File: config.mk
export PLATFORM = sky130hd
export DESIGN_NAME = led_blink_timer_controller
export DESIGN_NICKNAME = d
export VERILOG_FILES = /design/src/rtl/core/lbt_pkg.sv /design/src/rtl/core/lbt_state.sv /design/src/rtl/core/led_blink_timer_controller.sv
export SDC_FILE = /design/constraint.sdc
export NUM_CORES = 1
export LEC_CHECK = 0
export ABC_AREA = 1
export BUFFER_PORTS_ARGS = -buffer_cell sky130_fd_sc_hd__buf_4
export CORE_UTILIZATION = 40
export DETAILED_ROUTE_END_ITERATION = 10
export GPL_ROUTABILITY_DRIVEN = 0
export GPL_TIMING_DRIVEN = 0
export SLEW_MARGIN = 30
export SYNTH_ARGS = -nofsm -noshare
export SYNTH_HDL_FRONTEND = slang
export SYNTH_SLANG_ARGS = --single-unit
export TNS_END_PERCENT = 1
File: constraint.sdc
create_clock -name i_clk -period 4.8 [get_ports i_clk]
set_input_delay 0.48 -clock i_clk [delete_from_list [all_inputs] [get_ports i_clk]]
set_output_delay 0.48 -clock i_clk [all_outputs]
set_load 0.01 [all_outputs]
File: src/rtl/core/lbt_pkg.sv
// ----------------------------------------------------------------------------
// LED blink timer package
// Item types, mode codes and widths shared by the LED blink timer modules.
// ----------------------------------------------------------------------------
package lbt_pkg;

    localparam int TIME_BITS   = 32;
    localparam int REPEAT_BITS = 16;
    localparam int TOGGLE_BITS = REPEAT_BITS + 1;

    localparam logic [TIME_BITS-1:0] DEFAULT_HALF_PERIOD = TIME_BITS'(500);

    localparam logic [2:0] MODE_TICK    = 3'd0;
    localparam logic [2:0] MODE_ON      = 3'd1;
    localparam logic [2:0] MODE_OFF     = 3'd2;
    localparam logic [2:0] MODE_TOGGLE  = 3'd3;
    localparam logic [2:0] MODE_LEVEL   = 3'd4;
    localparam logic [2:0] MODE_TIMED   = 3'd5;
    localparam logic [2:0] MODE_BLINK   = 3'd6;
    localparam logic [2:0] MODE_COUNTED = 3'd7;

    typedef struct packed {
        logic [2:0]             mode;
        logic                   level;
        logic [TIME_BITS-1:0]   duration_ms;
        logic [TIME_BITS-1:0]   half_period_ms;
        logic [REPEAT_BITS-1:0] repeat_count;
    } t_in_item;

    typedef struct packed {
        logic led_level;
        logic blinking;
        logic timed_on_active;
    } t_out_item;

endpackage

File: src/rtl/core/lbt_state.sv
// ----------------------------------------------------------------------------
// LED blink timer state
// Holds the LED, blink and timed-on state and applies one item per cycle while i_advance is high.
// ----------------------------------------------------------------------------
module lbt_state
    import lbt_pkg::*;
(
    input  logic      i_clk,
    input  logic      i_rst_n,
    input  logic      i_advance,
    input  t_in_item  i_item,
    output t_out_item o_result
);

    logic                   r_lit,          n_lit;
    logic                   r_blink,        n_blink;
    logic                   r_timer,        n_timer;
    logic [TIME_BITS-1:0]   r_on_left,      n_on_left;
    logic [TIME_BITS-1:0]   r_since,        n_since;
    logic [TIME_BITS-1:0]   r_interval,     n_interval;
    logic [TOGGLE_BITS-1:0] r_toggles_left, n_toggles_left;

    logic [TIME_BITS-1:0]   since_inc;
    logic [TIME_BITS-1:0]   on_dec;
    logic [TIME_BITS-1:0]   blink_interval;

    assign since_inc      = r_since + TIME_BITS'(1);
    assign on_dec         = (r_on_left != '0) ? (r_on_left - TIME_BITS'(1)) : r_on_left;
    // A zero half period selects the default.
    assign blink_interval = (i_item.half_period_ms == '0) ? DEFAULT_HALF_PERIOD
                                                          : i_item.half_period_ms;

    always_comb begin
        n_lit          = r_lit;
        n_blink        = r_blink;
        n_timer        = r_timer;
        n_on_left      = r_on_left;
        n_since        = r_since;
        n_interval     = r_interval;
        n_toggles_left = r_toggles_left;
        case (i_item.mode)
            MODE_TICK: begin
                if (r_timer) begin
                    n_on_left = on_dec;
                    if (on_dec == '0) begin
                        n_lit   = 1'b0;
                        n_timer = 1'b0;
                    end
                end
                if (r_blink) begin
                    n_since = since_inc;
                    if (since_inc >= r_interval) begin
                        n_lit   = ~n_lit;
                        n_since = '0;
                        if (r_toggles_left != '0) begin
                            n_toggles_left = r_toggles_left - TOGGLE_BITS'(1);
                            if (r_toggles_left == TOGGLE_BITS'(1)) begin
                                n_blink = 1'b0;
                                n_lit   = 1'b0;
                            end
                        end
                    end
                end
            end
            MODE_ON, MODE_OFF, MODE_TOGGLE, MODE_LEVEL: begin
                case (i_item.mode)
                    MODE_ON:     n_lit = 1'b1;
                    MODE_OFF:    n_lit = 1'b0;
                    MODE_TOGGLE: n_lit = ~r_lit;
                    default:     n_lit = i_item.level;
                endcase
                n_blink = 1'b0;
                n_timer = 1'b0;
            end
            MODE_TIMED: begin
                n_blink   = 1'b0;
                n_on_left = i_item.duration_ms;
                n_lit     = (i_item.duration_ms != '0);
                n_timer   = (i_item.duration_ms != '0);
            end
            MODE_BLINK, MODE_COUNTED: begin
                n_interval = blink_interval;
                n_since    = '0;
                n_blink    = 1'b1;
                n_timer    = 1'b0;
                n_lit      = 1'b1;
                // The plain blink command keeps any leftover toggle count.
                if (i_item.mode == MODE_COUNTED) begin
                    n_toggles_left = {i_item.repeat_count, 1'b0};
                end
            end
            default: begin
                n_lit = r_lit;
            end
        endcase
    end

    always_ff @(posedge i_clk) begin
        if (!i_rst_n) begin
            r_lit          <= 1'b0;
            r_blink        <= 1'b0;
            r_timer        <= 1'b0;
            r_on_left      <= '0;
            r_since        <= '0;
            r_interval     <= '0;
            r_toggles_left <= '0;
        end else if (i_advance) begin
            r_lit          <= n_lit;
            r_blink        <= n_blink;
            r_timer        <= n_timer;
            r_on_left      <= n_on_left;
            r_since        <= n_since;
            r_interval     <= n_interval;
            r_toggles_left <= n_toggles_left;
        end
    end

    assign o_result.led_level       = n_lit;
    assign o_result.blinking        = n_blink;
    assign o_result.timed_on_active = n_timer;

endmodule

File: src/rtl/core/led_blink_timer_controller.sv
// ----------------------------------------------------------------------------
// LED blink timer controller
// Drives one LED level from command items and one-millisecond tick items.
// ----------------------------------------------------------------------------
//
//  Channel | Handshake                      | Payload     | Direction
//  --------+--------------------------------+-------------+----------
//  in      | i_in_valid / o_in_ready        | i_in_item   | into block
//  out     | o_out_valid / i_out_ready      | o_out_item  | out of block
//
// Every accepted item, tick or command, produces exactly one result item,
// which carries the LED level and the blink and timed-on flags after that
// item. The state update is one short add-and-compare step, so one item is
// taken every cycle unless the input is stalled; its result is registered.
// A synchronous active-low reset clears the LED state and empties the output.
// The output side has a result register plus a skid register, so the block
// keeps taking items while a result waits; it stalls its input only when
// both hold a result that has not been taken.
//
module led_blink_timer_controller
    import lbt_pkg::*;
(
    input  logic      i_clk,
    input  logic      i_rst_n,
    input  logic      i_in_valid,
    output logic      o_in_ready,
    input  t_in_item  i_in_item,
    output logic      o_out_valid,
    input  logic      i_out_ready,
    output t_out_item o_out_item
);

    logic      accept;
    logic      taken;
    t_out_item result;

    logic      r_out_valid;
    t_out_item r_out;
    logic      r_skid_valid;
    t_out_item r_skid;

    // The input is open whenever the skid register is free.
    assign o_in_ready = ~r_skid_valid;
    assign accept     = i_in_valid & o_in_ready;
    assign taken      = r_out_valid & i_out_ready;

    // State update for the accepted item; the result is the state after it.
    lbt_state u_state (
        .i_clk    (i_clk),
        .i_rst_n  (i_rst_n),
        .i_advance(accept),
        .i_item   (i_in_item),
        .o_result (result)
    );

    // Output control: the skid result goes ahead of a new one, so order holds.
    always_ff @(posedge i_clk) begin
        if (!i_rst_n) begin
            r_out_valid  <= 1'b0;
            r_skid_valid <= 1'b0;
        end else begin
            if (taken || !r_out_valid) begin
                if (r_skid_valid) begin
                    r_out_valid  <= 1'b1;
                    r_skid_valid <= 1'b0;
                end else begin
                    r_out_valid <= accept;
                end
            end else if (accept) begin
                r_skid_valid <= 1'b1;
            end
        end
    end

    // Result payloads carry no reset.
    always_ff @(posedge i_clk) begin
        if (taken || !r_out_valid) begin
            if (r_skid_valid) begin
                r_out <= r_skid;
            end else if (accept) begin
                r_out <= result;
            end
        end else if (accept) begin
            r_skid <= result;
        end
    end

    assign o_out_valid = r_out_valid;
    assign o_out_item  = r_out;

`ifndef ASSERT_OFF
    // A held skid result always sits behind a result in the output register.
    a_skid_behind_out: assert property (@(posedge i_clk) disable iff (!i_rst_n)
        r_skid_valid |-> r_out_valid)
        else $error("skid register holds a result while the output is empty");

    // Blinking and the timed-on countdown exclude each other.
    a_modes_exclusive: assert property (@(posedge i_clk) disable iff (!i_rst_n)
        o_out_valid |-> !(o_out_item.blinking && o_out_item.timed_on_active))
        else $error("blinking and timed-on reported together");

    // While the timed-on countdown runs, the LED is lit.
    a_timed_lit: assert property (@(posedge i_clk) disable iff (!i_rst_n)
        (o_out_valid && o_out_item.timed_on_active) |-> o_out_item.led_level)
        else $error("timed-on active with the LED dark");

    // An item accepted with no result pending shows up on the next cycle.
    a_result_follows: assert property (@(posedge i_clk) disable iff (!i_rst_n)
        (accept && !r_out_valid) |=> o_out_valid)
        else $error("result missing after an accepted item");
`endif

endmodule
# ---- After elaboration in Yosys (flattened, before gate mapping)
# Cells that the tools add are included.
# W data, S select, Z words.
dict set report word_totals {
  output_inout_bits 5
  input_bits 88
  reg_bits 124
}
dict set report classes {
  muxes 32
  reduce_logical 22
  n_lt_le_gt_ge 1
  n_addsub 3
  bitwise 7
  eq_ne 13
}
# cell count
set ops {}
lappend ops {{$mux W32} 5}
lappend ops {{$pmux W32 S2} 2}
lappend ops {{$mux W17} 4}
lappend ops {{$logic_not A32 Y1} 2}
lappend ops {{$reduce_bool A32 Y1} 2}
lappend ops {{$pmux W17 S2} 1}
lappend ops {{$add A32 B1 Y32 const B} 1}
lappend ops {{$ge A32 B32 Y1} 1}
lappend ops {{$sub A32 B1 Y32 const B} 1}
lappend ops {{$eq A17 B1 Y1 const B} 1}
lappend ops {{$reduce_bool A17 Y1} 1}
lappend ops {{$sub A17 B1 Y17 const B} 1}
lappend ops {{$mux W1} 14}
lappend ops {{$eq A3 B3 Y1 const B} 4}
lappend ops {{$ne A2 B1 Y1 const B} 5}
lappend ops {{$pmux W1 S3} 3}
lappend ops {{$eq A3 B2 Y1 const B} 2}
lappend ops {{$mux W3} 2}
lappend ops {{$reduce_and A2 Y1} 3}
lappend ops {{$reduce_and A3 Y1} 2}
lappend ops {{$reduce_and A6 Y1} 1}
lappend ops {{$reduce_bool A2 Y1} 3}
lappend ops {{$reduce_or A6 Y1} 1}
lappend ops {{$not A1 Y1} 5}
lappend ops {{9 further kinds} 11}

# ---- Logic depth before layout (Yosys ltp)
dict set report logic_depth {
  word_depth 14
  mapped_depth 25
  depth_no_buf 25
}

# ---- By module
# A second synthesis with hierarchy kept.
dict set report hier_totals {
  cells_unflattened 1275
  area_unflattened_um2 8310.5
}
# module cells_per_inst area_per_inst_um2 seq_area_each_um2 instances
set modules_own_cells {}
lappend modules_own_cells {lbt_state 1246 8003.9 2322.2 1}
lappend modules_own_cells {led_blink_timer_controller 29 306.5 220.2 1}

# ---- Worst setup path after synthesis
# OpenSTA, ideal clock, no wires.
dict set report synth_path {
  path_kind {reg-to-reg}
  from {register u_state.r_since[0]}
  to {register u_state.r_toggles_left[11]}
  arrival_time_ps 3388
  period_less_slack_ps 3516
  stages_incl_launch_ff 26
  setup_time_ps 128
  setup_slack_ps 1284
  path_cell_list {dfxtp_1 -> ha_1 -> nand2_1 -> nor2_1 -> nand3_1 -> nor2_1 -> nand2_1 -> nor3_4 -> nand2_1 -> nor2_1 -> nand3_1 -> xor2_1 -> inv_2 -> ha_1 -> nand2_1 -> nor2_1 -> nand2_1 -> nor4_1 -> nand4_1 -> nand4_1 -> nand3_2 -> inv_2 -> buf_2 -> nand2_1 -> o21ai_1 -> nor2_1}
}
dict set report synth_between {
  elab_chain_len 4
}
# item line_no
set synth_rtl {}
lappend synth_rtl {{start: declaration} lbt_state.sv:19} ;# logic [TIME_BITS-1:0] r_since, n_since;
lappend synth_rtl {{start signal: assignment} lbt_state.sv:112} ;# r_since <= n_since;
lappend synth_rtl {{$add A32 B1 Y32} lbt_state.sv:27} ;# assign since_inc = r_since + TIME_BITS'(1);
lappend synth_rtl {{$ge A32 B32 Y1} lbt_state.sv:52} ;# if (since_inc >= r_interval) begin
lappend synth_rtl {{$ne A2 B1 Y1 (no source line)} -}
lappend synth_rtl {{$reduce_and A6 Y1 (no source line)} -}
lappend synth_rtl {{end signal: assignment} lbt_state.sv:114} ;# r_toggles_left <= n_toggles_left;
lappend synth_rtl {{end: declaration} lbt_state.sv:21} ;# logic [TOGGLE_BITS-1:0] r_toggles_left, n_toggles_left;
# No other way between the ends.
# A chain may end at the register's enable or synchronous reset.

# ---- Final worst setup path
dict set report layout_path {
  from {register u_state.r_since[0]}
  to {register u_state.r_toggles_left[5]}
}
# The elaborated chain is that of the path after synthesis.

==> results.cfg <==
[placement]
pre_cts_slack_ns = 0.00134
dpl.hpwl_um = 19300
io_buffers = 92
dpl.cell_count = 1630
place_area_um2 = 9240

[yosys]
postSynthAreaPerCell_um2 = 6.47
yosysTopAreaCell = dfxtp_1
synthAdderAreaFrac_pct = 5.49
synth.distinct_cells = 39
synth_top_area_share_pct = 28.8
yosys.area_share.simple_pct = 31.8
ys_seq_area_share_pct = 31.0
synthFlopType = dfxtp_1
ys_ff_latch = 124
synth-edff-count = 6
syn_inst = 1267
synthArstFlopShare_pct = 0
synth_top_family_by_area = simple AND/OR/NAND/NOR gates
synth_fp_nets = 1391
synth_area_um2 = 8200
synth_xor_area_share_pct = 4.35
ys_warn_count = 0
synth_area_leaders = dfxtp_1 (29%), nand2_1 (14%), inv_1 (7.3%), nor2_1 (5.9%), o21ai_0 (5.6%)
synth-compound-area-share_pct = 16.9
synth.area.mux_share_pct = 0.122

[routing]
num_vias = 8540
ant_nets = 0
drc_errors = 0
detail_route.first_pass.iterations = 5
wirelength_um = 24600
viasPerCell = 5.14
drt_iter0_drc = 600
wl_per_cell_um = 14.8

[worst_setup_path]
crit_top_cell = nand2_1
critical_path_arrival_ns = 4.62
startpoint = u_state.r_since[0]
timing.rr.end = u_state.r_toggles_left[5]
rrSetupSlack_ns = 0.48
cp-end-kind = flip-flop
reg2reg_from = u_state.r_since[0]
r2r.worst_path.cells = 25
path_class = flip-flop to flip-flop
cpMaxStageDelayCell = dfxtp_1
required_ns = 5.10
start_kind = flip-flop
critPathMaxFanout = 10
critPathMaxStageDelay_ns = 0.39

[sta]
fin_crit_sh_pct = 90.0
max_freq_ghz = 0.232
rsz0062_at_grt = false
finalSetupTns_ns = 0
hold_ws_ns = 0.302
maxSlewViolCount = 0
tightest_slew_ns = 0.829
fin_crit_ns = 4.32
hold_violations = 0
skew_ns = 0.00968
layout_setup_ws_ns = 0.482
setup_violations = 0
slew_headroom_pct = 44.2

[power]
power_frac_comb_pct = 24.9
power_mw = 3.22
p_leak_nw = 4.41
power-per-cell-area_nw_per_um2 = 326
p_sw_mw = 1.06
p_int_mw = 2.15
seqPwrFrac_pct = 34.8
clock_power_share_pct = 40.3
ir_drop_uv = 196
p_sw_share_pct = 33.0

[min_path]
hp-start = i_in_item[26]
min_to = u_state.r_interval[10]
hold_class = input port to flip-flop
holdPathStages = 3

[cells_and_area]
antenna_cells = 0
instances_no_fill = 1662
drive_gt1_share_pct = 13.3
final_nets = 1503
postLayoutCoreUtil_pct = 48.9
area_growth_syn_to_layout_pct = 20.3
fin_area_um2 = 9860

[global_route]
antenna_found_initial = 0
grt_pass1_wl_um = 40000
grt_max_degree = 17
grtUsageTotal_pct = 23.8
gr-total-overflow = 0
grt_pass1_vias = 7842

[floorplan]
fp-row-count = 52
dieArea_um2 = 21100
core_area_um2 = 20200
die_w_um = 145
io_pins = 93
die_height_um = 145
initial_core_util_pct = 40.7

[clocking]
cts_buffers = 17
cts_root_buffer = clkbuf_16
clk_path_buf_depth = 2
cts.htree.levels = 4
cts_sinks = 124
clock_latency_ns = 0.43
cts_tree = done
postCtsSetupRepairBufs = 0
path_clk_slew_ns = 0.06

[status]
status = completed

[flow_run]
cap_viol_max_count = 0
## cell usage after synthesis, types with 3 or more instances
cell type and instances:
nand2_1 299, inv_1 160, nor2_1 129, dfxtp_1 118, o21ai_0 92, a21oi_1 80
nand3_1 77, a31oi_1 48, clkbuf_1 41, ha_1 36, nand4_1 25, xor2_1 19
xnor2_1 18, nor4_1 17, nor3_1 13, o21ai_1 13, a211oi_1 11, nand2_2 9
inv_2 8, nor2_2 7, nor2_4 7, edfxtp_1 6, buf_2 5, or2_2 4
buf_6 3, o211ai_1 3, o22ai_1 3
## final cells by class
cell class,count,area [um^2]
Sequential cell,124,2540
Multi-Input combinational cell,925,4840
Tap cell,270,338
Clock inverter,13,144
Clock buffer,19,443
Buffer,50,224
Fill cell,2186,10300
Inverter,168,633
Timing Repair Buffer,93,698
## flip-flops by register name, indices dropped and copies added, names as in the netlist
name,flops
r_skid,3
o_out_item,3
u_state.r_blink,1
u_state.r_lit,1
u_state.r_toggles_left,17
u_state.r_timer,1
u_state.r_since,32
u_state.r_on_left,32
r_skid_valid,1
u_state.r_interval,32
o_out_valid,1
## critical path, delay by kind of cell, from the launching register on
kind / cells / cell delay (ns)
simple gates: 18 / 2.62
fa+ha+maj: 2 / 0.48
buf+inv: 3 / 0.42
flops: 1 / 0.39
xor+xnor: 1 / 0.19
compound gates: 1 / 0.08
## cell usage in the layout (no fill, tap or decap), types with 3 or more instances in the layout
cell type / synthesis / routed
buf_4: 1 / 94
clkbuf_16: 0 / 17
a21oi_1: 80 / 80
a31oi_1: 48 / 48
buf_6: 3 / 3
or2_2: 4 / 4
clkbuf_1: 41 / 39
edfxtp_1: 6 / 6
o211ai_1: 3 / 3
ha_1: 36 / 36
xnor2_1: 18 / 18
nand3_1: 77 / 77
a211oi_1: 11 / 11
clkinvlp_4: 0 / 6
nor4_1: 17 / 16
nor3_1: 13 / 12
o21ai_1: 13 / 13
xor2_1: 19 / 19
clkbuf_2: 0 / 3
o22ai_1: 3 / 3
o21ai_0: 92 / 92
nand2_2: 9 / 9
inv_2: 8 / 7
buf_2: 5 / 5
dfxtp_1: 118 / 118
inv_1: 160 / 160
nand4_1: 25 / 25
nand2_1: 299 / 299
nor2_1: 129 / 127
nor2_2: 7 / 9
nor2_4: 7 / 7
## power by group through the flow
| stage | logic [mW] | registers [mW] | clock network, mW |
|---|---|---|---|
| 3_5_place_dp | 0.786 | 1.14 | 0 |
| 6_report | 0.800 | 1.12 | 1.30 |
| 4_1_cts | 0.791 | 1.12 | 1.31 |
| 2_1_floorplan | 0.556 | 1.13 | 0 |
| 5_1_grt | 0.900 | 1.13 | 1.36 |
| 3_3_place_gp | 0.777 | 1.14 | 0 |
## worst max-delay path by stage
stage                                      end  slack [ns]  cells past startpoint
CTS                        u_state.r_since[24]        0.21                     23
detailed placement   u_state.r_toggles_left[5]       0.001                     25
global route        u_state.r_toggles_left[12]        0.05                     25
floorplan           u_state.r_toggles_left[11]        1.28                     25
finish               u_state.r_toggles_left[5]        0.48                     25
global placement    u_state.r_toggles_left[12]       -0.01                     25
## layer usage
metal  up-vias  global-route usage (%)  routed length [um]
met5         -                       0                   0
met4         0                    6.00                 275
met1      3891                    32.9               12000
met2       202                    37.5               11000
li1       4419                       -                   -
met3        28                    5.25                1350
## cell families after synthesis
group / count (synthesis)
flip-flops: 124
multiplexers: 1
adder cells (fa/ha/maj): 36
AND/OR/NAND/NOR: 595
buffers and inverters: 218
XOR/XNOR: 39
AO/OA/AOI/OAI: 254
## timing repair
item | CTS | global route
gates resized for setup | 1 | 11
pin swaps | 0 | 1
endpoints found under the setup margin | 4 | 44
hold endpoints to repair | 0 | 0
hold buffers | 0 | 0
No activity file was read; power rests on OpenSTA's default activity.
